--- config.mk ---
export PLATFORM = sky130hd
export DESIGN_NAME = mlfq_job_dispatcher
export DESIGN_NICKNAME = d
export VERILOG_FILES = /design/src/hdl/mjd_pkg.sv /design/src/hdl/mjd_ctrl.sv /design/src/hdl/mjd_datapath.sv /design/src/hdl/mlfq_job_dispatcher.sv
export SDC_FILE = /design/constraint.sdc
export NUM_CORES = 1
export LEC_CHECK = 0
export BUFFER_PORTS_ARGS = -buffer_cell sky130_fd_sc_hd__buf_2
export CAP_MARGIN = 10
export CORE_ASPECT_RATIO = 1.4
export CORE_MARGIN = 1
export CORE_UTILIZATION = 33
export CTS_CLUSTER_DIAMETER = 200
export DETAILED_ROUTE_END_ITERATION = 7
export GPL_ROUTABILITY_DRIVEN = 0
export PLACE_DENSITY = 0.49
export RECOVER_POWER = 100
export SLEW_MARGIN = 20
export SYNTH_ARGS = -nofsm -noshare
export SYNTH_HDL_FRONTEND = slang
export SYNTH_SLANG_ARGS = --single-unit
--- constraint.sdc ---
create_clock -name clock -period 8.85 [get_ports clock]
set_input_delay 0.4425 -clock clock [delete_from_list [all_inputs] [get_ports clock]]
set_output_delay 0.4425 -clock clock [all_outputs]
set_load 0.01 [all_outputs]
--- src/hdl/mjd_pkg.sv ---
// Shared types and constants of the MLFQ job dispatcher.
package mjd_pkg;

   localparam int MAX_JOBS_DEF = 16;

   localparam int JOB_COUNT_W = 5;
   localparam int QUANTUM_W   = 16;
   localparam int PERIOD_W    = 16;
   localparam int TICKS_W     = 16;
   localparam int TIME_W      = 32;
   localparam int JOB_ID_W    = 4;
   localparam int CSR_IDX_W   = 2;
   localparam int CSR_DATA_W  = 16;

   localparam int REQ_TDATA_W = 56;  // ran_ticks, finished, now, zero fill
   localparam int RSP_TDATA_W = 24;

   localparam logic [JOB_COUNT_W-1:0] JOB_COUNT_RST = 5'd2;
   localparam logic [QUANTUM_W-1:0]   QUANTUM_RST   = 16'd9;
   localparam logic [PERIOD_W-1:0]    PERIOD_RST    = 16'd10;
   localparam logic                   EXT_MODE_RST  = 1'b1;

   localparam logic OP_START  = 1'b0;
   localparam logic OP_REPORT = 1'b1;

   typedef enum logic [CSR_IDX_W-1:0] {
      CSR_JOB_COUNT    = 2'd0,
      CSR_QUANTUM      = 2'd1,
      CSR_BOOST_PERIOD = 2'd2,
      CSR_EXT_MODE     = 2'd3
   } csr_idx_type;

   typedef enum logic [1:0] {
      LVL_TOP = 2'd0,
      LVL_MID = 2'd1,
      LVL_BOT = 2'd2
   } level_type;

   typedef enum logic [2:0] {
      ST_IDLE,
      ST_UPDATE,
      ST_BOOST,
      ST_LEVEL,
      ST_SCAN,
      ST_EMIT
   } state_type;

   typedef struct packed {
      logic capture;     // item taken, allotment of last job read
      logic update;      // apply start or report
      logic boost;       // periodic boost check
      logic pick_level;  // choose level, load scan position
      logic scan;        // test one job entry
      logic emit;        // load result register, commit dispatch
   } cmd_type;

   typedef struct packed {
      logic found;       // some active job exists at a level
      logic hit;         // scanned entry matches
      logic out_free;    // result register can take a result
   } stat_type;

endpackage

--- src/hdl/mjd_ctrl.sv ---
// Controller state machine of the MLFQ job dispatcher.
module mjd_ctrl
   import mjd_pkg::*;
(
   input  logic     clock,
   input  logic     reset,
   input  logic     req_tvalid,
   output logic     req_tready,
   input  stat_type stat,
   output cmd_type  cmd
);

   state_type state_ff, state_in;

   always_ff @(posedge clock) begin
      if (reset) begin
         state_ff <= ST_IDLE;
      end else begin
         state_ff <= state_in;
      end
   end

   always_comb begin
      state_in = state_ff;
      unique case (state_ff)
         ST_IDLE: begin
            if (req_tvalid) begin
               state_in = ST_UPDATE;
            end
         end
         ST_UPDATE: state_in = ST_BOOST;
         ST_BOOST:  state_in = ST_LEVEL;
         ST_LEVEL: begin
            state_in = stat.found ? ST_SCAN : ST_EMIT;
         end
         ST_SCAN: begin
            if (stat.hit) begin
               state_in = ST_EMIT;
            end
         end
         ST_EMIT: begin
            if (stat.out_free) begin
               state_in = ST_IDLE;
            end
         end
         default: state_in = ST_IDLE;
      endcase
   end

   always_comb begin
      cmd        = '0;
      req_tready = 1'b0;
      unique case (state_ff)
         ST_IDLE: begin
            req_tready  = 1'b1;
            cmd.capture = req_tvalid;
         end
         ST_UPDATE: cmd.update     = 1'b1;
         ST_BOOST:  cmd.boost      = 1'b1;
         ST_LEVEL:  cmd.pick_level = 1'b1;
         ST_SCAN:   cmd.scan       = 1'b1;
         ST_EMIT:   cmd.emit       = stat.out_free;
         default:   cmd            = '0;
      endcase
   end

endmodule

--- src/hdl/mjd_datapath.sv ---
// Datapath of the MLFQ job dispatcher: job table, allotment memory, result register.
module mjd_datapath
   import mjd_pkg::*;
#(
   parameter int MAX_JOBS = MAX_JOBS_DEF
) (
   input  logic                   clock,
   input  logic                   reset,
   input  cmd_type                cmd,
   output stat_type               stat,
   input  logic                   req_tuser,
   input  logic [REQ_TDATA_W-1:0] req_tdata,
   output logic                   rsp_tvalid,
   input  logic                   rsp_tready,
   output logic [RSP_TDATA_W-1:0] rsp_tdata,
   input  logic                   csr_valid,
   input  logic [CSR_IDX_W-1:0]   csr_index,
   input  logic [CSR_DATA_W-1:0]  csr_data
);

   localparam int IDX_W  = $clog2(MAX_JOBS);
   localparam int CNT_NW = $clog2(MAX_JOBS + 1);
   localparam int CNT_W  = (CNT_NW > JOB_COUNT_W) ? CNT_NW : JOB_COUNT_W;
   localparam logic [IDX_W-1:0] LAST_IDX = IDX_W'(MAX_JOBS - 1);
   localparam logic [CNT_W-1:0] MAX_CNT  = CNT_W'(MAX_JOBS);

   // configuration
   logic [JOB_COUNT_W-1:0] job_count_ff;
   logic [QUANTUM_W-1:0]   quantum_ff;
   logic [PERIOD_W-1:0]    period_ff;
   logic                   ext_ff;

   // captured item
   logic                   op_ff;
   logic [TICKS_W-1:0]     ran_ff;
   logic                   fin_ff;
   logic [TIME_W-1:0]      now_ff;

   // job table
   logic [MAX_JOBS-1:0]    active_ff, active_in;
   logic [MAX_JOBS-1:0]    started_ff, started_in;
   logic [MAX_JOBS-1:0]    alloc_vld_ff, alloc_vld_in;
   level_type              level_ff [MAX_JOBS];
   level_type              level_in [MAX_JOBS];

   // allotment memory, entries not written since start read as start quantum
   logic [QUANTUM_W-1:0]   alloc_mem [MAX_JOBS];
   logic [QUANTUM_W-1:0]   rd_q_ff;
   logic                   rd_vld_ff;
   logic                   rd_en;
   logic [IDX_W-1:0]       rd_addr;
   logic                   wr_en;
   logic [QUANTUM_W-1:0]   wr_data;
   logic [QUANTUM_W-1:0]   alloc_cur;

   // scheduler state
   logic [QUANTUM_W-1:0]   start_q_ff, start_q_in;
   level_type              level_now_ff, level_now_in;
   logic [IDX_W-1:0]       scan_ptr_ff, scan_ptr_in;
   logic [IDX_W-1:0]       last_job_ff, last_job_in;
   logic [TIME_W-1:0]      next_boost_ff, next_boost_in;
   logic                   pending_ff, pending_in;
   logic                   boosted_ff, boosted_in;
   logic                   found_ff, found_in;
   logic [IDX_W-1:0]       scan_k_ff, scan_k_in;
   logic                   rsp_valid_ff, rsp_valid_in;
   logic [RSP_TDATA_W-1:0] rsp_data_ff;

   // derived
   logic [CNT_W-1:0]       n_jobs;
   logic [MAX_JOBS-1:0]    at_top, at_mid, at_bot;
   logic [2:0]             has;
   logic                   any_active;
   level_type              pick_lvl;
   logic                   hit;
   logic [QUANTUM_W-1:0]   lim;
   logic [IDX_W-1:0]       j_next;
   logic [IDX_W-1:0]       k_next;
   logic                   do_boost;
   logic [IDX_W+JOB_ID_W-1:0] id_ext;
   logic [RSP_TDATA_W-1:0] rsp_data_in;

   always_ff @(posedge clock) begin
      if (reset) begin
         job_count_ff <= JOB_COUNT_RST;
         quantum_ff   <= QUANTUM_RST;
         period_ff    <= PERIOD_RST;
         ext_ff       <= EXT_MODE_RST;
      end else if (csr_valid) begin
         unique case (csr_idx_type'(csr_index))
            CSR_JOB_COUNT:    job_count_ff <= csr_data[JOB_COUNT_W-1:0];
            CSR_QUANTUM:      quantum_ff   <= csr_data[QUANTUM_W-1:0];
            CSR_BOOST_PERIOD: period_ff    <= csr_data[PERIOD_W-1:0];
            CSR_EXT_MODE:     ext_ff       <= csr_data[0];
         endcase
      end
   end

   always_ff @(posedge clock) begin
      if (cmd.capture) begin
         op_ff  <= req_tuser;
         ran_ff <= req_tdata[15:0];
         fin_ff <= req_tdata[16];
         now_ff <= req_tdata[48:17];
      end
   end

   // allotment memory
   assign rd_en   = cmd.capture || (cmd.scan && hit);
   assign rd_addr = cmd.capture ? last_job_ff : scan_k_ff;

   always_ff @(posedge clock) begin
      if (wr_en) begin
         alloc_mem[last_job_ff] <= wr_data;
      end
      if (rd_en) begin
         rd_q_ff   <= alloc_mem[rd_addr];
         rd_vld_ff <= alloc_vld_ff[rd_addr];
      end
   end

   assign alloc_cur = rd_vld_ff ? rd_q_ff : start_q_ff;

   // level occupancy
   always_comb begin
      for (int i = 0; i < MAX_JOBS; i++) begin
         at_top[i] = active_ff[i] && (level_ff[i] == LVL_TOP);
         at_mid[i] = active_ff[i] && (level_ff[i] == LVL_MID);
         at_bot[i] = active_ff[i] && (level_ff[i] == LVL_BOT);
      end
   end

   assign has        = {|at_bot, |at_mid, |at_top};
   assign any_active = |active_ff;

   // first occupied level at or below the current one, else from the top
   always_comb begin
      pick_lvl = LVL_TOP;
      unique case (level_now_ff)
         LVL_MID: begin
            if (has[1])      pick_lvl = LVL_MID;
            else if (has[2]) pick_lvl = LVL_BOT;
            else             pick_lvl = LVL_TOP;
         end
         LVL_BOT: begin
            if (has[2])      pick_lvl = LVL_BOT;
            else if (has[0]) pick_lvl = LVL_TOP;
            else             pick_lvl = LVL_MID;
         end
         default: begin
            if (has[0])      pick_lvl = LVL_TOP;
            else if (has[1]) pick_lvl = LVL_MID;
            else             pick_lvl = LVL_BOT;
         end
      endcase
   end

   assign hit      = active_ff[scan_k_ff] && (level_ff[scan_k_ff] == level_now_ff);
   assign lim      = ext_ff ? alloc_cur : quantum_ff;
   assign j_next   = (last_job_ff == LAST_IDX) ? '0 : last_job_ff + 1'b1;
   assign k_next   = (scan_k_ff == LAST_IDX) ? '0 : scan_k_ff + 1'b1;
   assign do_boost = ext_ff && any_active && (now_ff >= next_boost_ff);
   assign id_ext   = {{JOB_ID_W{1'b0}}, scan_k_ff};

   assign n_jobs = (job_count_ff == '0) ? CNT_W'(1) :
                   ((CNT_W'(job_count_ff) > MAX_CNT) ? MAX_CNT : CNT_W'(job_count_ff));

   assign rsp_data_in = found_ff ?
      {boosted_ff, !any_active, !started_ff[scan_k_ff], lim,
       id_ext[JOB_ID_W-1:0], 1'b1} :
      {boosted_ff, !any_active, 1'b0, {QUANTUM_W{1'b0}}, {JOB_ID_W{1'b0}}, 1'b0};

   always_comb begin
      active_in     = active_ff;
      started_in    = started_ff;
      alloc_vld_in  = alloc_vld_ff;
      level_in      = level_ff;
      start_q_in    = start_q_ff;
      level_now_in  = level_now_ff;
      scan_ptr_in   = scan_ptr_ff;
      last_job_in   = last_job_ff;
      next_boost_in = next_boost_ff;
      pending_in    = pending_ff;
      boosted_in    = boosted_ff;
      found_in      = found_ff;
      scan_k_in     = scan_k_ff;
      rsp_valid_in  = rsp_valid_ff && !rsp_tready;
      wr_en         = 1'b0;
      wr_data       = quantum_ff;

      if (cmd.update) begin
         if (op_ff == OP_START) begin
            for (int i = 0; i < MAX_JOBS; i++) begin
               active_in[i] = (CNT_W'(i) < n_jobs);
               level_in[i]  = LVL_TOP;
            end
            started_in    = '0;
            alloc_vld_in  = '0;
            start_q_in    = quantum_ff;
            level_now_in  = LVL_TOP;
            scan_ptr_in   = '0;
            last_job_in   = '0;
            next_boost_in = {{(TIME_W-PERIOD_W){1'b0}}, period_ff};
            pending_in    = 1'b0;
         end else if (pending_ff) begin
            if (fin_ff) begin
               active_in[last_job_ff] = 1'b0;
            end else if (ran_ff >= lim) begin
               level_in[last_job_ff] =
                  (level_ff[last_job_ff] == LVL_TOP) ? LVL_MID : LVL_BOT;
               wr_en   = 1'b1;
               wr_data = quantum_ff;
               alloc_vld_in[last_job_ff] = 1'b1;
            end else if (ext_ff) begin
               wr_en   = 1'b1;
               wr_data = lim - ran_ff;
               alloc_vld_in[last_job_ff] = 1'b1;
            end
            scan_ptr_in = j_next;
            pending_in  = 1'b0;
         end
      end

      if (cmd.boost) begin
         boosted_in = do_boost;
         if (do_boost) begin
            next_boost_in = next_boost_ff + {{(TIME_W-PERIOD_W){1'b0}}, period_ff};
            for (int i = 0; i < MAX_JOBS; i++) begin
               if (active_ff[i]) begin
                  level_in[i] = LVL_TOP;
               end
            end
            level_now_in = LVL_TOP;
         end
      end

      if (cmd.pick_level) begin
         found_in  = |has;
         scan_k_in = scan_ptr_ff;
         if (|has) begin
            level_now_in = pick_lvl;
         end
      end

      if (cmd.scan && !hit) begin
         scan_k_in = k_next;
      end

      if (cmd.emit) begin
         rsp_valid_in = 1'b1;
         if (found_ff) begin
            started_in[scan_k_ff] = 1'b1;
            scan_ptr_in = scan_k_ff;
            last_job_in = scan_k_ff;
            pending_in  = 1'b1;
         end
      end
   end

   always_ff @(posedge clock) begin
      if (reset) begin
         active_ff     <= '0;
         started_ff    <= '0;
         alloc_vld_ff  <= '0;
         for (int i = 0; i < MAX_JOBS; i++) begin
            level_ff[i] <= LVL_TOP;
         end
         start_q_ff    <= QUANTUM_RST;
         level_now_ff  <= LVL_TOP;
         scan_ptr_ff   <= '0;
         last_job_ff   <= '0;
         next_boost_ff <= {{(TIME_W-PERIOD_W){1'b0}}, PERIOD_RST};
         pending_ff    <= 1'b0;
         boosted_ff    <= 1'b0;
         found_ff      <= 1'b0;
         scan_k_ff     <= '0;
         rsp_valid_ff  <= 1'b0;
      end else begin
         active_ff     <= active_in;
         started_ff    <= started_in;
         alloc_vld_ff  <= alloc_vld_in;
         level_ff      <= level_in;
         start_q_ff    <= start_q_in;
         level_now_ff  <= level_now_in;
         scan_ptr_ff   <= scan_ptr_in;
         last_job_ff   <= last_job_in;
         next_boost_ff <= next_boost_in;
         pending_ff    <= pending_in;
         boosted_ff    <= boosted_in;
         found_ff      <= found_in;
         scan_k_ff     <= scan_k_in;
         rsp_valid_ff  <= rsp_valid_in;
      end
   end

   always_ff @(posedge clock) begin
      if (cmd.emit) begin
         rsp_data_ff <= rsp_data_in;
      end
   end

   assign stat.found    = |has;
   assign stat.hit      = hit;
   assign stat.out_free = !rsp_valid_ff || rsp_tready;

   assign rsp_tvalid = rsp_valid_ff;
   assign rsp_tdata  = rsp_data_ff;

endmodule

--- src/hdl/mlfq_job_dispatcher.sv ---
// Top level of the three-level feedback queue job dispatcher.
//
//  port group   dir   handshake              payload
//  req_*        in    req_tvalid/req_tready  tuser: op; tdata: ran_ticks, finished, now
//  rsp_*        out   rsp_tvalid/rsp_tready  tdata: dispatch, id, budget, first, done, boost
//  csr_*        in    csr_valid/csr_ready    csr_index, csr_data
//
//  One item at a time: an accepted item passes the UPDATE, BOOST and LEVEL states,
//  then SCAN, which visits one job entry per cycle in round-robin order (1..MAX_JOBS
//  entries, skipped when no job is active), then EMIT, which loads the result register
//  and raises rsp_tvalid; the next item can be taken once rsp_tvalid is up.
//  Synchronous active-high reset; no clearing pass, the block is ready right after.
//  A finished result waits in the output register; the next item can be accepted
//  meanwhile, and a stalled rsp side holds the block only at its next result.
module mlfq_job_dispatcher
   import mjd_pkg::*;
#(
   parameter int MAX_JOBS = MAX_JOBS_DEF
) (
   input  logic                   clock,
   input  logic                   reset,
   input  logic                   req_tvalid,
   output logic                   req_tready,
   input  logic                   req_tuser,  // [0] op
   input  logic [REQ_TDATA_W-1:0] req_tdata,  // [15:0] ran_ticks, [16] finished, [48:17] now
   output logic                   rsp_tvalid,
   input  logic                   rsp_tready,
   output logic [RSP_TDATA_W-1:0] rsp_tdata,  // [0] dispatch_valid, [4:1] job_id,
                                              // [20:5] run_budget, [21] first_run,
                                              // [22] all_done, [23] boost_applied
   input  logic                   csr_valid,
   output logic                   csr_ready,
   input  logic [CSR_IDX_W-1:0]   csr_index,
   input  logic [CSR_DATA_W-1:0]  csr_data
);

   cmd_type  cmd;
   stat_type stat;

   assign csr_ready = 1'b1;

   mjd_ctrl u_ctrl (
      .clock      (clock),
      .reset      (reset),
      .req_tvalid (req_tvalid),
      .req_tready (req_tready),
      .stat       (stat),
      .cmd        (cmd)
   );

   mjd_datapath #(
      .MAX_JOBS (MAX_JOBS)
   ) u_dp (
      .clock      (clock),
      .reset      (reset),
      .cmd        (cmd),
      .stat       (stat),
      .req_tuser  (req_tuser),
      .req_tdata  (req_tdata),
      .rsp_tvalid (rsp_tvalid),
      .rsp_tready (rsp_tready),
      .rsp_tdata  (rsp_tdata),
      .csr_valid  (csr_valid),
      .csr_index  (csr_index),
      .csr_data   (csr_data)
   );

endmodule

==> flow_summary.json <==
{
  "grt_max_degree": 75,
  "synth_area_leaders": "edfxtp_1, dfxtp_1, mux4_2",
  "rr_endpoint": "u_dp.rd_q_ff[7]",
  "grt_antenna_before_repair": 0,
  "syn_to_final_growth_pct": 14.38,
  "path_buf_inv": 1,
  "period_needed_ns": 6.340,
  "min_period_over_period_pct": 71.64,
  "grt_pass1_wl_microns": 105200,
  "detail-route-antenna-nets": 0,
  "synth_top_area_share_pct": 41.84,
  "cts_hold_buf": 44,
  "track_usage_pct": 18.07,
  "drt-initial-drc-count": 1151,
  "synth_most_common_cell": "edfxtp_1",
  "critPathMaxStageDelay_ns": 1.95,
  "first_global_vias": 17748,
  "min_path_type": "in -> reg",
  "cts-htree-levels": 2,
  "yosysUniqueCellTypes": 87,
  "p_leak_nw": 9.692,
  "finClkSkew_ns": 0.05925,
  "start_util_pct": 33.53,
  "antenna_cells": 0,
  "grt_overflow_total": 0,
  "drcViolationCount": 13,
  "synth_ff_type": "edfxtp_1",
  "rsz0062_at_grt": "false",
  "cts_sinks": 534,
  "synth_nets": 2298,
  "cp_cell_sequence": "nor3_1, and2_0, nor2_1, a21oi_4, clkbuf_2, mux4_2, and2_0, a211oi_1, a31oi_1",
  "cts_tree": "done",
  "critPathLaunchType": "flip-flop",
  "peakVddDrop_mv": 0.1457,
  "clkLatencyLatePin_ns": 0.66,
  "hold_viol": 0,
  "cpMostUsedCell": "and2_0",
  "crit_type": "reg -> reg",
  "cts_resized": 0,
  "nFillCells": 7157,
  "synth_top_area_cell": "edfxtp_1",
  "cts_inserted_buffers": 54,
  "port_buffers": 98,
  "cts-root-buf": "clkbuf_16",
  "num_io_pins": 107,
  "drv_cap": 27,
  "outcome": "finished, violations left",
  "critical-path-slowest-cell": "clkbuf_2",
  "clk_pin_slew_ns": 0.06,
  "drt-vias-per-instance": 5.357,
  "wirelength_microns": 69880,
  "synth_area_per_cell_sq_um": 11.63,
  "wl_per_cell_microns": 21.46,
  "worst_pin_slew_ns": 3.491,
  "p_per_area_nw_per_um2": 204.6,
  "fin_util_pct": 38.36,
  "die_w_microns": 234.2,
  "crit_required_ns": 9.18,
  "clock_path_buffers": 3,
  "critPathTopFamily": "simple AND/OR/NAND/NOR gates",
  "slew_violations": 685,
  "max_freq_mhz": 157.7,
  "maxSlewHeadroom_pct": -132.8,
  "critPathCaptureType": "flip-flop",
  "reg2reg_slack_ns": 2.51,
  "fp.coreArea_sq_um": 74260,
  "synth_edf_count": 347,
  "dp.final_hpwl_microns": 48400,
  "setup_tns_ns": 0,
  "first_pass_iters": 8,
  "violations": "DRC, capacitance limit, slew limit",
  "synth_cells": 2142,
  "core.rowCount": 118,
  "crit_end": "u_dp.rd_q_ff[7]",
  "r2r_cells": 9,
  "worstPathArrival_ns": 6.67,
  "via_count": 17448,
  "r2r_start": "u_ctrl.state_ff[0]",
  "cp_num_cells": 9,
  "cts_setup_buffers": 0,
  "yosys_warnings": 0,
  "die_height_microns": 327.0,
  "cp-startpoint": "u_ctrl.state_ff[0]",
  "drive_gt1_share_pct": 11.58,
  "die_area_sq_um": 76580,
  "yosysSeqAreaShare_pct": 56.87,
  "async_flop_share_pct": 0,
  "nets": 2408,
  "crit_fanout": 68,
  "ys_ff_latch": 534,
  "netlist_area_sq_um": 24900,
  "ys_top_cells_by_count": "edfxtp_1, nand2_1, dfxtp_1",
  "setup_violations": 0
}
==> sequential cells by signal, indices dropped and copies added (netlist names), 5 cells and up <==
register	flops
u_dp.alloc_vld_ff	16
u_dp.alloc_mem	256
u_dp.rsp_tdata	24
u_dp.period_ff	16
u_dp.quantum_ff	16
u_dp.start_q_ff	16
u_dp.ran_ff	16
u_dp.level_ff	32
u_dp.job_count_ff	5
u_dp.active_ff	16
u_dp.rd_q_ff	16
u_dp.next_boost_ff	32
u_dp.now_ff	32
u_dp.started_ff	16
==> logic make-up after synthesis <==
logic type               synth area share, %
XOR/XNOR                               1.090
AND/OR/NAND/NOR                        13.52
buffers and inverters                  3.326
other                                0.01506
adder cells (fa/ha/maj)                3.879
multiplexers                           8.878
AO/OA/AOI/OAI                          12.41
flip-flops                             56.87
==> through the flow <==
step                setup slack [ns]  total power, mW  cells  cell area [sq um]  hold slack (ns)
global placement               3.430            3.492   3112              26430           0.4193
finish                         2.510            5.827   3257              28490          0.06971
global route                   1.786            6.058   3257              28490          0.04300
floorplan                      4.738            3.284   2142              24900           0.4093
detailed placement             3.337            3.508   3112              26430           0.4220
CTS                            3.271            5.908   3257              28710          0.02871
==> worst min-delay path by stage <==
stage / from / end / slack (ns) / cells past startpoint
after floorplan: u_dp.boosted_ff / u_dp.rsp_tdata[23] / 0.41 / 0
final: csr_data[11] / u_dp.quantum_ff[11] / 0.07 / 3
after CTS: csr_data[13] / u_dp.period_ff[13] / 0.03 / 3
after global placement: u_dp.boosted_ff / u_dp.rsp_tdata[23] / 0.42 / 0
after detailed placement: u_dp.boosted_ff / u_dp.rsp_tdata[23] / 0.42 / 0
after global routing: csr_data[13] / u_dp.quantum_ff[13] / 0.04 / 3
==> cell usage in the layout, fill, tap and decap left out, types with 6 or more instances in the layout <==
master / netlist / final
nor3_1: 27 / 28
a22oi_1: 18 / 18
a311oi_1: 15 / 15
clkbuf_16: 0 / 54
nand4_1: 30 / 30
nor2_1: 159 / 158
nor3b_1: 12 / 12
and2_0: 1 / 34
o21a_1: 37 / 37
mux2i_1: 24 / 23
dfxtp_1: 187 / 187
a21oi_1: 168 / 167
a21o_1: 13 / 13
and3_1: 15 / 15
buf_2: 20 / 63
nor2b_1: 18 / 18
o211ai_1: 7 / 8
a221oi_1: 9 / 9
nand2_1: 277 / 277
nand3b_1: 41 / 41
nand3_1: 32 / 32
bufinv_16: 0 / 6
clkinv_2: 0 / 9
mux4_2: 82 / 82
xor2_1: 11 / 11
edfxtp_1: 347 / 347
nor4_1: 12 / 12
o21ai_0: 76 / 80
nand2b_1: 10 / 11
a211oi_1: 33 / 33
clkinv_1: 1 / 8
inv_1: 68 / 68
and2_1: 50 / 17
clkbuf_1: 82 / 68
ha_1: 74 / 74
xnor2_1: 20 / 20
dlygate4sd3_1: 0 / 44
buf_4: 3 / 15
a31oi_1: 59 / 59
==> routing by layer <==
layer,vias to the layer above,track usage (%),routed length (microns)
li1,8197,-,-
met1,8665,21.20,28200
met2,462,32.83,36170
met3,124,2.524,3163
met4,0,6.903,2351
met5,-,0,0
==> power breakdown <==
part           total (mW)  switching, mW  internal [mW]
combinational       0.657          0.411          0.246
clock                2.37           1.02           1.35
sequential           2.80         0.0698           2.73
==> worst reg2reg max path, cell delays in order, from the launching register on <==
cell	delay (ns)
dfxtp_1	0.46
nor3_1	0.37
and2_0	1.33
nor2_1	0.19
a21oi_4	0.18
clkbuf_2	1.95
mux4_2	0.87
and2_0	0.18
a211oi_1	0.38
a31oi_1	0.15
==> cell type report <==
class	count	area, sq um	area share (%)
well taps	960	1201	4.217
inverters	69	259.0	0.9092
repair buffers	179	1084	3.804
flip-flops and latches	534	14160	49.72
clock inverters	31	391.6	1.375
clock buffers	70	1451	5.095
multi-input cells	1414	9936	34.88
Power figures use the tool's default switching activity.
